<file path="src/hw/rtl/skct_pkg.sv">
// ----------------------------------------------------------------------------
// skct_pkg: shared types and constants for the sorted key count table
// Request kinds, result status codes, queue entry type and engine states.
// ----------------------------------------------------------------------------
package skct_pkg;

  // default sizes of the table
  localparam int ENTRIES_DEF    = 16;
  localparam int COUNT_BITS_DEF = 16;

  // fixed field widths and queue depth
  localparam int REQ_W     = 2;
  localparam int KEY_W     = 14;
  localparam int STATUS_W  = 3;
  localparam int OUT_CNT_W = 16;
  localparam int QDEPTH    = 2;

  // request kinds as they arrive on the input stream
  typedef enum logic [REQ_W-1:0] {
    REQ_ADD  = 2'd0,
    REQ_SUB  = 2'd1,
    REQ_LIST = 2'd2,
    REQ_NONE = 2'd3
  } req_e_t;

  // result status codes
  localparam logic [STATUS_W-1:0] ST_OK        = 3'd0;
  localparam logic [STATUS_W-1:0] ST_NOT_FOUND = 3'd1;
  localparam logic [STATUS_W-1:0] ST_FULL      = 3'd2;
  localparam logic [STATUS_W-1:0] ST_SAT       = 3'd3;
  localparam logic [STATUS_W-1:0] ST_LISTED    = 3'd4;
  localparam logic [STATUS_W-1:0] ST_EMPTY     = 3'd5;

  // one classified request as held in the queue
  typedef struct packed {
    req_e_t           req;
    logic [KEY_W-1:0] key;
  } cmd_t;

  // queue status towards the intake and the engine
  typedef struct packed {
    logic not_empty;
    logic not_full;
  } q_stat_t;

  // engine sequencer states
  typedef enum logic [1:0] {
    ENG_IDLE,
    ENG_UPD,
    ENG_LIST
  } eng_state_t;

endpackage

</file>
<file path="src/hw/rtl/skct_front.sv">
// ----------------------------------------------------------------------------
// skct_front: request intake
// Unpacks the input transaction, classifies it and pushes meaningful requests
// into the command queue; requests of no meaning are taken and dropped.
// ----------------------------------------------------------------------------
module skct_front (
  input  logic                               in_tvalid,
  output logic                               in_tready,
  input  logic [skct_pkg::KEY_W-1:0]         in_tdata,
  input  logic [skct_pkg::REQ_W-1:0]         in_tuser,
  input  skct_pkg::q_stat_t                  q_stat_i,
  output logic                               push_o,
  output skct_pkg::cmd_t                     cmd_o
);
  import skct_pkg::*;

  req_e_t req_c;

  // field unpacking
  assign req_c = req_e_t'(in_tuser);

  // accept whenever the queue has room
  assign in_tready = q_stat_i.not_full;

  // only add, subtract and list reach the engine
  always_comb begin
    cmd_o.req = req_c;
    cmd_o.key = in_tdata;
    push_o    = 1'b0;
    unique case (req_c)
      REQ_ADD, REQ_SUB, REQ_LIST: push_o = in_tvalid & q_stat_i.not_full;
      default:                    push_o = 1'b0;
    endcase
  end

endmodule

</file>
<file path="src/hw/rtl/skct_queue.sv">
// ----------------------------------------------------------------------------
// skct_queue: command queue
// Two-entry queue between intake and engine so either side can stall alone.
// ----------------------------------------------------------------------------
module skct_queue (
  input  logic               clk,
  input  logic               rst_n,
  input  logic               push_i,
  input  skct_pkg::cmd_t     cmd_i,
  input  logic               pop_i,
  output skct_pkg::cmd_t     head_o,
  output skct_pkg::q_stat_t  stat_o
);
  import skct_pkg::*;

  localparam int PTR_W = $clog2(QDEPTH);

  cmd_t             mem_r [QDEPTH];
  logic [PTR_W-1:0] wr_ptr_r, wr_ptr_nxt;
  logic [PTR_W-1:0] rd_ptr_r, rd_ptr_nxt;
  logic [PTR_W:0]   fill_r, fill_nxt;
  logic             do_push, do_pop;

  assign stat_o.not_empty = (fill_r != '0);
  assign stat_o.not_full  = (fill_r != (PTR_W+1)'(QDEPTH));
  assign do_push = push_i & stat_o.not_full;
  assign do_pop  = pop_i & stat_o.not_empty;
  assign head_o  = mem_r[rd_ptr_r];

  // pointer and fill updates
  always_comb begin
    wr_ptr_nxt = do_push ? wr_ptr_r + 1'b1 : wr_ptr_r;
    rd_ptr_nxt = do_pop  ? rd_ptr_r + 1'b1 : rd_ptr_r;
    fill_nxt   = fill_r;
    if (do_push && !do_pop) begin
      fill_nxt = fill_r + 1'b1;
    end else if (do_pop && !do_push) begin
      fill_nxt = fill_r - 1'b1;
    end
  end

  always_ff @(posedge clk) begin
    if (!rst_n) begin
      wr_ptr_r <= '0;
      rd_ptr_r <= '0;
      fill_r   <= '0;
    end else begin
      wr_ptr_r <= wr_ptr_nxt;
      rd_ptr_r <= rd_ptr_nxt;
      fill_r   <= fill_nxt;
    end
  end

  // storage
  always_ff @(posedge clk) begin
    if (do_push) begin
      mem_r[wr_ptr_r] <= cmd_i;
    end
  end

endmodule

</file>
<file path="src/hw/rtl/skct_engine.sv">
// ----------------------------------------------------------------------------
// skct_engine: table engine
// Holds the sorted slots, compares a key against all of them at once, then
// shifts in order to insert or remove; list rotates the table through slot 0.
// ----------------------------------------------------------------------------
module skct_engine #(
  parameter int ENTRIES    = skct_pkg::ENTRIES_DEF,
  parameter int COUNT_BITS = skct_pkg::COUNT_BITS_DEF
) (
  input  logic                              clk,
  input  logic                              rst_n,
  input  skct_pkg::cmd_t                    head_i,
  input  skct_pkg::q_stat_t                 q_stat_i,
  output logic                              pop_o,
  output logic                              out_tvalid,
  input  logic                              out_tready,
  output logic [skct_pkg::STATUS_W-1:0]     out_status,
  output logic [skct_pkg::KEY_W-1:0]        out_key,
  output logic [skct_pkg::OUT_CNT_W-1:0]    out_count,
  output logic                              out_last
);
  import skct_pkg::*;

  localparam int IDX_W = (ENTRIES > 1) ? $clog2(ENTRIES) : 1;
  localparam int USE_W = $clog2(ENTRIES + 1);
  localparam int EXT_W = (COUNT_BITS > OUT_CNT_W) ? COUNT_BITS : OUT_CNT_W;
  localparam logic [COUNT_BITS-1:0] CNT_MAX = '1;
  localparam logic [COUNT_BITS-1:0] CNT_ONE = COUNT_BITS'(1);

  // table
  logic [KEY_W-1:0]      slot_key_r [ENTRIES];
  logic [KEY_W-1:0]      slot_key_nxt [ENTRIES];
  logic [COUNT_BITS-1:0] slot_cnt_r [ENTRIES];
  logic [COUNT_BITS-1:0] slot_cnt_nxt [ENTRIES];
  logic [USE_W-1:0]      used_r, used_nxt;

  // neighbour views for shifting
  logic [KEY_W-1:0]      up_key [ENTRIES];
  logic [COUNT_BITS-1:0] up_cnt [ENTRIES];
  logic [KEY_W-1:0]      dn_key [ENTRIES];
  logic [COUNT_BITS-1:0] dn_cnt [ENTRIES];

  // sequencer and compare results
  eng_state_t            state_r, state_nxt;
  cmd_t                  cmd_r, cmd_nxt;
  logic [ENTRIES-1:0]    lt_c, eq_c;
  logic [ENTRIES-1:0]    lt_r, lt_nxt, eq_r, eq_nxt, lt_prev;
  logic [IDX_W-1:0]      idx_r, idx_nxt;

  // output register
  logic                  out_valid_r, out_valid_nxt;
  logic [STATUS_W-1:0]   out_status_r, out_status_nxt;
  logic [KEY_W-1:0]      out_key_r, out_key_nxt;
  logic [COUNT_BITS-1:0] out_cnt_r, out_cnt_nxt;
  logic                  out_last_r, out_last_nxt;
  logic [EXT_W-1:0]      out_cnt_ext;

  // update decode
  logic                  can_emit, hit, full, sat;
  logic [COUNT_BITS-1:0] hit_cnt;

  assign can_emit   = !out_valid_r || out_tready;
  assign out_tvalid = out_valid_r;
  assign out_status = out_status_r;
  assign out_key    = out_key_r;
  assign out_cnt_ext = EXT_W'(out_cnt_r);
  assign out_count  = out_cnt_ext[OUT_CNT_W-1:0];
  assign out_last   = out_last_r;

  // parallel compare of the queue head against every valid slot
  always_comb begin
    for (int i = 0; i < ENTRIES; i++) begin
      lt_c[i] = (USE_W'(i) < used_r) && (slot_key_r[i] < head_i.key);
      eq_c[i] = (USE_W'(i) < used_r) && (slot_key_r[i] == head_i.key);
    end
  end

  // shifted copies; the downward view wraps round for list rotation
  always_comb begin
    up_key[0] = slot_key_r[0];
    up_cnt[0] = slot_cnt_r[0];
    for (int i = 1; i < ENTRIES; i++) begin
      up_key[i] = slot_key_r[i-1];
      up_cnt[i] = slot_cnt_r[i-1];
    end
    for (int i = 0; i < ENTRIES - 1; i++) begin
      dn_key[i] = slot_key_r[i+1];
      dn_cnt[i] = slot_cnt_r[i+1];
    end
    dn_key[ENTRIES-1] = slot_key_r[0];
    dn_cnt[ENTRIES-1] = slot_cnt_r[0];
  end

  // hit slot count picked by the one-hot match vector
  always_comb begin
    hit_cnt = '0;
    for (int i = 0; i < ENTRIES; i++) begin
      hit_cnt = hit_cnt | (slot_cnt_r[i] & {COUNT_BITS{eq_r[i]}});
    end
  end

  assign hit     = |eq_r;
  assign full    = (used_r == USE_W'(ENTRIES));
  assign sat     = (hit_cnt == CNT_MAX);
  assign lt_prev = (lt_r << 1) | ENTRIES'(1);

  // sequencer: next state, table updates and result generation
  always_comb begin
    state_nxt      = state_r;
    cmd_nxt        = cmd_r;
    lt_nxt         = lt_r;
    eq_nxt         = eq_r;
    idx_nxt        = idx_r;
    used_nxt       = used_r;
    slot_key_nxt   = slot_key_r;
    slot_cnt_nxt   = slot_cnt_r;
    out_valid_nxt  = out_valid_r && !out_tready;
    out_status_nxt = out_status_r;
    out_key_nxt    = out_key_r;
    out_cnt_nxt    = out_cnt_r;
    out_last_nxt   = out_last_r;
    pop_o          = 1'b0;

    unique case (state_r)
      ENG_IDLE: begin
        if (q_stat_i.not_empty) begin
          pop_o   = 1'b1;
          cmd_nxt = head_i;
          lt_nxt  = lt_c;
          eq_nxt  = eq_c;
          idx_nxt = '0;
          state_nxt = (head_i.req == REQ_LIST) ? ENG_LIST : ENG_UPD;
        end
      end

      ENG_UPD: begin
        if (can_emit) begin
          out_valid_nxt  = 1'b1;
          out_key_nxt    = cmd_r.key;
          out_last_nxt   = 1'b1;
          out_status_nxt = ST_OK;
          out_cnt_nxt    = '0;
          state_nxt      = ENG_IDLE;
          if (cmd_r.req == REQ_ADD) begin
            if (hit) begin
              // bump the matching slot or report saturation
              if (sat) begin
                out_status_nxt = ST_SAT;
                out_cnt_nxt    = CNT_MAX;
              end else begin
                out_cnt_nxt = hit_cnt + CNT_ONE;
                for (int i = 0; i < ENTRIES; i++) begin
                  if (eq_r[i]) slot_cnt_nxt[i] = slot_cnt_r[i] + CNT_ONE;
                end
              end
            end else if (full) begin
              out_status_nxt = ST_FULL;
            end else begin
              // open a gap at the first slot not below the key
              out_cnt_nxt = CNT_ONE;
              used_nxt    = used_r + 1'b1;
              for (int i = 0; i < ENTRIES; i++) begin
                if (!lt_r[i]) begin
                  if (lt_prev[i]) begin
                    slot_key_nxt[i] = cmd_r.key;
                    slot_cnt_nxt[i] = CNT_ONE;
                  end else begin
                    slot_key_nxt[i] = up_key[i];
                    slot_cnt_nxt[i] = up_cnt[i];
                  end
                end
              end
            end
          end else begin
            if (!hit) begin
              out_status_nxt = ST_NOT_FOUND;
            end else if (hit_cnt == CNT_ONE) begin
              // last one gone: close the gap
              used_nxt = used_r - 1'b1;
              for (int i = 0; i < ENTRIES; i++) begin
                if (!lt_r[i]) begin
                  slot_key_nxt[i] = dn_key[i];
                  slot_cnt_nxt[i] = dn_cnt[i];
                end
              end
            end else begin
              out_cnt_nxt = hit_cnt - CNT_ONE;
              for (int i = 0; i < ENTRIES; i++) begin
                if (eq_r[i]) slot_cnt_nxt[i] = slot_cnt_r[i] - CNT_ONE;
              end
            end
          end
        end
      end

      ENG_LIST: begin
        if (can_emit) begin
          if (used_r == '0) begin
            out_valid_nxt  = 1'b1;
            out_status_nxt = ST_EMPTY;
            out_key_nxt    = '0;
            out_cnt_nxt    = '0;
            out_last_nxt   = 1'b1;
            state_nxt      = ENG_IDLE;
          end else begin
            // emit slot 0 while valid, rotate one full turn
            if (USE_W'(idx_r) < used_r) begin
              out_valid_nxt  = 1'b1;
              out_status_nxt = ST_LISTED;
              out_key_nxt    = slot_key_r[0];
              out_cnt_nxt    = slot_cnt_r[0];
              out_last_nxt   = (USE_W'(idx_r) + 1'b1 == used_r);
            end
            for (int i = 0; i < ENTRIES; i++) begin
              slot_key_nxt[i] = dn_key[i];
              slot_cnt_nxt[i] = dn_cnt[i];
            end
            idx_nxt = idx_r + 1'b1;
            if (idx_r == IDX_W'(ENTRIES - 1)) begin
              state_nxt = ENG_IDLE;
            end
          end
        end
      end

      default: state_nxt = ENG_IDLE;
    endcase
  end

  // control registers
  always_ff @(posedge clk) begin
    if (!rst_n) begin
      state_r     <= ENG_IDLE;
      used_r      <= '0;
      out_valid_r <= 1'b0;
    end else begin
      state_r     <= state_nxt;
      used_r      <= used_nxt;
      out_valid_r <= out_valid_nxt;
    end
  end

  // payload registers and table
  always_ff @(posedge clk) begin
    cmd_r        <= cmd_nxt;
    lt_r         <= lt_nxt;
    eq_r         <= eq_nxt;
    idx_r        <= idx_nxt;
    slot_key_r   <= slot_key_nxt;
    slot_cnt_r   <= slot_cnt_nxt;
    out_status_r <= out_status_nxt;
    out_key_r    <= out_key_nxt;
    out_cnt_r    <= out_cnt_nxt;
    out_last_r   <= out_last_nxt;
  end

endmodule

</file>
<file path="src/hw/rtl/sorted_key_count_table.sv">
// ----------------------------------------------------------------------------
// sorted_key_count_table: sorted counted key table
// Keeps up to ENTRIES distinct keys in ascending order, each with a count.
// ----------------------------------------------------------------------------
// Usage
//   Input stream: one request per transaction: add one, subtract one or list.
//   Requests of kind 3 are taken and dropped without a result.
//   Output stream: one result per add or subtract, one per entry for list
//   (ascending key order, tlast on the final one), or one empty result when
//   the table holds nothing. tlast is high on the last result of a request.
//   Requests pass a two-entry queue into the table engine. The engine first
//   takes an add or subtract and compares the key against all slots, then
//   does the ordered shift and the result. A list rotates the whole table
//   once through slot 0, emitting each valid entry on the way; an empty
//   table gives the single empty result instead.
//   With the queue empty, a taken request is held in the queue entry, then
//   in the engine's compare registers, and its result in the result register.
//   A stalled receiver holds the result register; the engine then waits and
//   the queue fills, after which in_tready drops.
//   Reset empties the table and the queue at once; slot contents are only
//   read below the fill count, so they need no clearing.
// ----------------------------------------------------------------------------
module sorted_key_count_table #(
  parameter int ENTRIES    = skct_pkg::ENTRIES_DEF,
  parameter int COUNT_BITS = skct_pkg::COUNT_BITS_DEF
) (
  input  logic        clk,
  input  logic        rst_n,
  input  logic        in_tvalid,
  output logic        in_tready,
  input  logic [15:0] in_tdata,   // item_key[13:0], zero
  input  logic [1:0]  in_tuser,   // req_type[1:0]
  output logic        out_tvalid,
  input  logic        out_tready,
  output logic [31:0] out_tdata,  // entry_key[13:0], entry_count[29:14], zero
  output logic [2:0]  out_tuser,  // status[2:0]
  output logic        out_tlast
);
  import skct_pkg::*;

  cmd_t                 push_cmd, head_cmd;
  q_stat_t              q_stat;
  logic                 push, pop;
  logic [KEY_W-1:0]     res_key;
  logic [OUT_CNT_W-1:0] res_cnt;

  // intake and classification
  skct_front u_front (
    .in_tvalid (in_tvalid),
    .in_tready (in_tready),
    .in_tdata  (in_tdata[KEY_W-1:0]),
    .in_tuser  (in_tuser),
    .q_stat_i  (q_stat),
    .push_o    (push),
    .cmd_o     (push_cmd)
  );

  // command queue
  skct_queue u_queue (
    .clk    (clk),
    .rst_n  (rst_n),
    .push_i (push),
    .cmd_i  (push_cmd),
    .pop_i  (pop),
    .head_o (head_cmd),
    .stat_o (q_stat)
  );

  // table engine
  skct_engine #(
    .ENTRIES    (ENTRIES),
    .COUNT_BITS (COUNT_BITS)
  ) u_engine (
    .clk        (clk),
    .rst_n      (rst_n),
    .head_i     (head_cmd),
    .q_stat_i   (q_stat),
    .pop_o      (pop),
    .out_tvalid (out_tvalid),
    .out_tready (out_tready),
    .out_status (out_tuser),
    .out_key    (res_key),
    .out_count  (res_cnt),
    .out_last   (out_tlast)
  );

  // result packing
  assign out_tdata = {2'b00, res_cnt, res_key};

endmodule

</file>
<file path="config.mk">
export PLATFORM = sky130hd
export DESIGN_NAME = sorted_key_count_table
export DESIGN_NICKNAME = d
export VERILOG_FILES = /design/src/hw/rtl/skct_pkg.sv /design/src/hw/rtl/skct_front.sv /design/src/hw/rtl/skct_queue.sv /design/src/hw/rtl/skct_engine.sv /design/src/hw/rtl/sorted_key_count_table.sv
export SDC_FILE = /design/constraint.sdc
export NUM_CORES = 2
export LEC_CHECK = 0
export ABC_AREA = 1
export BUFFER_PORTS_ARGS = -buffer_cell sky130_fd_sc_hd__buf_2
export CAP_MARGIN = 40
export CORE_ASPECT_RATIO = 0.8
export CORE_MARGIN = 4
export CORE_UTILIZATION = 40
export DETAILED_ROUTE_END_ITERATION = 16
export PLACE_DENSITY_LB_ADDON = 0.15
export REMOVE_ABC_BUFFERS = 1
export SKIP_LAST_GASP = 1
export SLEW_MARGIN = 30
export SYNTH_ARGS = -nofsm -noshare
export SYNTH_HDL_FRONTEND = slang
export SYNTH_SLANG_ARGS = --single-unit
export TNS_END_PERCENT = 10
</file>
<file path="constraint.sdc">
create_clock -name clk -period 6.45 [get_ports clk]
set_input_delay 0.3225 -clock clk [delete_from_list [all_inputs] [get_ports clk]]
set_output_delay 0.3225 -clock clk [all_outputs]
set_load 0.05 [all_outputs]
</file>
Word level (Yosys, flattened, before mapping)
Memory sizes are Yosys's and may differ from the RTL's. A register that Yosys moved wholly into a read port is not among the register bits.
Cells that the tools add are included.
Storage, ports and cells
  register bits: 578
  bits in writable memories: 32
  input port bits: 22
  output and inout bits: 38
  logic and storage cells: 572
  memories kept: 1
Cells by class
  add/subtract/negate cells: 42
  order comparisons: 33
  equality and inequality tests: 120
  muxes and demuxes: 206
  bitwise gates (word level): 34
  reduce and logical (&&, ||, !) cells: 89
Memory list
  u_queue.mem_r: depth 2, bits a word 16, read ports 1, clocked after memory_dff 1, wr ports 1, line skct_queue.sv:18  | cmd_t mem_r [QDEPTH];
Operator list (count)
  $mux 256: 9
  $mux 224: 8
  $mux 16: 88
  $mux 14: 51
  $pmux 256 s2: 1
  $pmux 224 s2: 1
  $add 16x1->16 const B: 17
  $sub 16x1->16 const B: 17
  $and 16x16->16: 16
  $or 16x16->16: 15
  $eq 14x14->1: 16
  $lt 14x14->1: 16
  $reduce_and 11->1: 16
  $reduce_and 10->1: 16
  $ne 3x3->1 const B: 33
  $ne 4x4->1 const B: 17
  $ne 4x1->1 const B: 16
  $ne 4x3->1 const B: 16
  $lt 4x5->1 const A: 8
  $logic_and 1x1->1: 35
  $pmux 16 s2: 1
  $pmux 14 s2: 1
  $mux 5: 5
  $lt 3x5->1 const A: 4
  other kinds (40): 101

Longest topological paths before layout
  depth after elaboration: 22
  gate-level depth with buffers: 20
  gate-level depth less buffers: 17

Cells and area by module
Synthesis repeated with hierarchy kept, for this count alone.
Unflattened totals
  cell total of the unflattened synthesis: 7486
  area total of the unflattened synthesis: 52342.7 µm²
Modules (own cells, without submodules)
  skct_engine: times used 1, cells an instance 7375, area an instance 50728.7 µm²
  skct_queue: times used 1, cells an instance 87, area an instance 1450.1 µm²
  skct_front: times used 1, cells an instance 21, area an instance 145.1 µm²
  sorted_key_count_table: times used 1, cells an instance 3, area an instance 18.8 µm²

Worst setup path before layout
Ideal clock, no wire load.
  kind: reg-to-reg
  start: register u_engine.state_r[0]
  end: register u_queue.fill_r[1]
  arrival: 4022 ps
  data required time: 6328 ps
  setup slack: 2306 ps
  stages on the path, launching flop included: 11
  buffers on the path: 0
  period minus slack after synthesis: 4144 ps
  cells stage by stage: dfxtp_1 > inv_1 > ha_1 > inv_1 > a21oi_1 > inv_1 > ha_1 > a21oi_1 > o21ai_0 > o21ai_0 > a21oi_1
Between the ends
  cells in the longest elaborated chain, start to end: 6
  elaborated cells on any way between the ends: 8
  classes of those cells: 2 x mux; 1 x bitwise; 5 x reduce/logical
RTL lines
  from (decl): line skct_engine.sv:44  | eng_state_t state_r, state_nxt;
  from (signal assigned): line skct_engine.sv:237  | state_r <= state_nxt;
  $logic_not 2->1 (*): line skct_engine.sv:124  | unique case (state_r)
  $mux 1 (*): line skct_engine.sv:124
  via pop: line sorted_key_count_table.sv:43  | logic push, pop;
  $and 1x1->1 (*): line skct_queue.sv:27  | assign do_pop = pop_i & stat_o.not_empty;
  $logic_not 1->1: line skct_queue.sv:35  | if (do_push && !do_pop) begin
  $logic_and 1x1->1: line skct_queue.sv:35
  $mux 2 or $reduce_bool 2->1 (tied branches)
  to (signal assigned): line skct_queue.sv:50  | fill_r <= fill_nxt;
  to (decl): line skct_queue.sv:21  | logic [PTR_W:0] fill_r, fill_nxt;
Mark *: on every way through the listed nets, which the timed path passes. The rest lies on a longest branch.
A chain may end at the register's enable or synchronous reset.

==> metrics.csv <==
stage,metric,value,unit
run_status,status,"complete, no violations",
clocking,Clock Sinks,611,
sta,"Slew Viols, Final",0,
synthesis,Unique masters post-synth,55,
sta,final hold viol count,0,
placement,post-DP HPWL,165000,µm
floorplan,die area,136000,µm²
grt,largest net degree at the start of global routing,209,
sta,RSZ-0062 raised after global routing,no,
final_layout,# nets final,7397,
clocking,CTS Root Cell,clkbuf_16,
flow_run,max-cap violation count,0,
min_path,Hold Crit Class,in2reg,
final_layout,Register Area,18200,µm²
synthesis,"count leader, synth",nand2_1,
clocking,clk_lat worst skew,0.71,ns
min_path,hold depth,4,
worst_setup_path,worst r2r path cells,17,
pwr,VDD IR max,0.351,mV
worst_setup_path,sequence of cells on the critical path,"nand2_1, nand2_1, nor2_1, nand2_1, nor2_1, inv_1, ha_1, inv_1, nor2_2, nand2_1, nor2_2, nand3_4, buf_4, buf_4, nand3_1, o211ai_1, nand2_1",
synthesis,Yosys reg bits,611,
floorplan,Die W,411,µm
synthesis,sequential cell area fraction in the yosys report,35.1,%
drt,routed wire length,229000,µm
grt,global-route wire length before repair,330000,µm
sta,Max Freq,219,MHz
worst_setup_path,r2r startpoint,u_engine.eq_r[1],
sta,Final period util,70.7,%
grt,vias in the first global route,47300,
synthesis,Synth top cells by count,"1951 x nand2_1, 817 x o21ai_0, 723 x nor2_1, 598 x edfxtp_1, 545 x inv_1",
worst_setup_path,"setup slack, reg-to-reg",1.89,ns
placement,Placer Congestion,1.01,
floorplan,# rows,117,
worst_setup_path,highest net fanout along the worst path,47,
final_layout,Diodes inserted,0,
final_layout,Layout Utilization,43.9,%
synthesis,area share of the largest cell type after synthesis,34.6,%
drt,Vias,53900,
final_layout,layout cells sized above 1,6.07,%
min_path,hold path start,out_tready,
worst_setup_path,Reg2Reg Capture Point,u_engine.dn_cnt[191],
drt,Post-route DRC,0,
worst_setup_path,CP Launch Type,register,
drt,WL/cell,25.7,µm
worst_setup_path,CP top delay family,simple AND/OR/NAND/NOR gates,
worst_setup_path,crit path capture type,register,
clocking,CTS max path bufs,3,
floorplan,Core Box Area,128000,µm²
sta,final setup skew,0.0424,ns
clocking,"Reg clk slew, reported paths",0.06,ns
synthesis,"EDFF count, synth",598,
floorplan,Die H,330,µm
synthesis,Synthesis Warnings,0,
final_layout,area of the multi-input gates,29400,µm²
worst_setup_path,critical path required time,6.91,ns
clocking,H-tree depth,3,
final_layout,area delta synth->final,8.21,%
pwr,power density over the cells,652,nW/µm²
clocking,post_cts resized,0,
sta,Hold WS,0.0842,ns
drt,remaining antenna violation count after routing,0,
synthesis,Synth async-reset ratio,0,%
placement,Buffers on Ports,55,
sta,# setup viols final,0,
worst_setup_path,worst path arrival time,5.01,ns
floorplan,I/O pin count,60,
synthesis,Syn Std Cell Area,52000,µm²
grt,total track usage,32.4,%
drt,drt via density,6.06,
grt,initial antenna violation count,0,
worst_setup_path,crit path kind,reg2reg,
synthesis,post-synth top area cell,edfxtp_1,
floorplan,initial core utilization,40.6,%
drt,1st-pass router iterations,6,
grt,total grt overflow,0,
sta,crit path time final,4.56,ns
clocking,Post-CTS Setup Inserts,0,
synthesis,Synth Area per Inst,7.10,µm²
sta,Worst-Margin Slew,1.03,ns
worst_setup_path,cell mode on critical path,nand2_1,
final_layout,fill count,13100,
sta,setup TNS,0,ns
synthesis,largest cells by area after synthesis,"edfxtp_1 35%, nand2_1 14%, o21ai_0 7.9%",
synthesis,Cells after Synth,7315,
clocking,number of buffers inserted during clock tree synthesis,77,
clocking,CTS tree,built,
drt,DR iter-0 viols,8814,
min_path,hold worst-path end,u_engine.out_tvalid,
synthesis,Most used DFF post-synth,edfxtp_1,
sta,Slew headroom,31.0,%
worst_setup_path,CP max stage delay,0.77,ns
worst_setup_path,WP buf/inv,4,
pwr,P_leak,23.6,nW
worst_setup_path,CP max stage cell,edfxtp_1,
==> how the worst max path moves through the flow <==
stage,to,from,slack (ns),cells past startpoint
global placement,u_engine.eq_r[3],register,1.88,9
floorplan,u_engine.dn_cnt[25],u_engine.state_r[0],-14.02,9
finish,u_engine.dn_cnt[191],u_engine.eq_r[1],1.89,17
global route,u_engine.dn_cnt[219],u_engine.eq_r[1],1.71,17
detailed placement,u_engine.dn_cnt[191],u_engine.eq_r[1],2.01,17
CTS,u_engine.dn_cnt[191],u_engine.eq_r[1],1.99,17
==> placed cells by master (no fill, tap or decap), types with 95 or more instances in the layout <==
cell      instances
ha_1            270
nor2_1          718
a22oi_1          95
nor3_1          139
nand3_1         447
a21oi_1         275
inv_1           542
nand4_1          99
xor2_1          236
nand2_1        1950
buf_4           118
edfxtp_1        598
o21ai_0         803
==> metal layers <==
layer | share of wire (%) | track usage, % | up-vias
met5 | 0 | 0.141 | -
met4 | 2.5 | 7.55 | 0
met3 | 13 | 7.45 | 334
met2 | 38 | 43.4 | 3570
met1 | 46 | 51.5 | 25500
li1 | - | - | 24500
==> stage by stage <==
step	power [W]	area, µm²	instances	setup slack, ns
5_1_grt	0.0389	56200	8889	1.71
4_1_cts	0.0358	56100	8879	1.99
6_report	0.0367	56200	8889	1.89
3_5_place_dp	0.0311	53400	8723	2.01
2_1_floorplan	0.0229	49500	6811	-14.02
3_3_place_gp	0.0307	53200	8713	1.88
==> cell families after synthesis <==
| logic type | count (synthesis) | synth area share (%) |
|---|---|---|
| buffers and inverters | 1066 | 8.75 |
| AND/OR/NAND/NOR | 3497 | 27.9 |
| XOR/XNOR | 258 | 4.35 |
| other | 1 | 0.00722 |
| adder cells (fa/ha/maj) | 271 | 6.52 |
| AO/OA/AOI/OAI | 1611 | 17.4 |
| flip-flops | 611 | 35.1 |
==> repair_timing <==
action / CTS / global route
setup endpoints to repair: 0 / 0
hold endpoints to repair: 43 / 0
hold buffers: 17 / 0
==> worst min-delay path: stages <==
cell and delay [ns]:
buf_2 0.08, nor2_1 0.12, o21ai_0 0.17, a41oi_1 0.05
==> layout make-up <==
class / count / area share, %
clock buffers: 87 / 3.53
clock inverters: 52 / 1.04
inverters: 561 / 3.77
multi-input cells: 5639 / 52.4
flip-flops and latches: 611 / 32.4
well taps: 1725 / 3.84
repair buffers: 214 / 3.07
==> state kept, by name (all words and copies together), names as in the netlist, 2 cells and up, named ones only <==
register	cells
u_queue.fill_r	2
u_engine.lt_r	16
u_engine.state_r	2
u_engine.out_key	14
u_engine.out_count	16
u_engine.dn_key	224
u_engine.out_status	3
u_engine.cmd_r	16
u_engine.used_r	5
u_queue.mem_r	32
u_engine.eq_r	16
u_engine.idx_r	4
u_engine.dn_cnt	256
==> power by group <==
group / switching [W] / total [W] / internal, W
Clock: 0.00201 / 0.00458 / 0.00257
Combinational: 0.0138 / 0.0198 / 0.00603
Sequential: 0.00436 / 0.0123 / 0.00796
(Power assumes the default switching activity.)
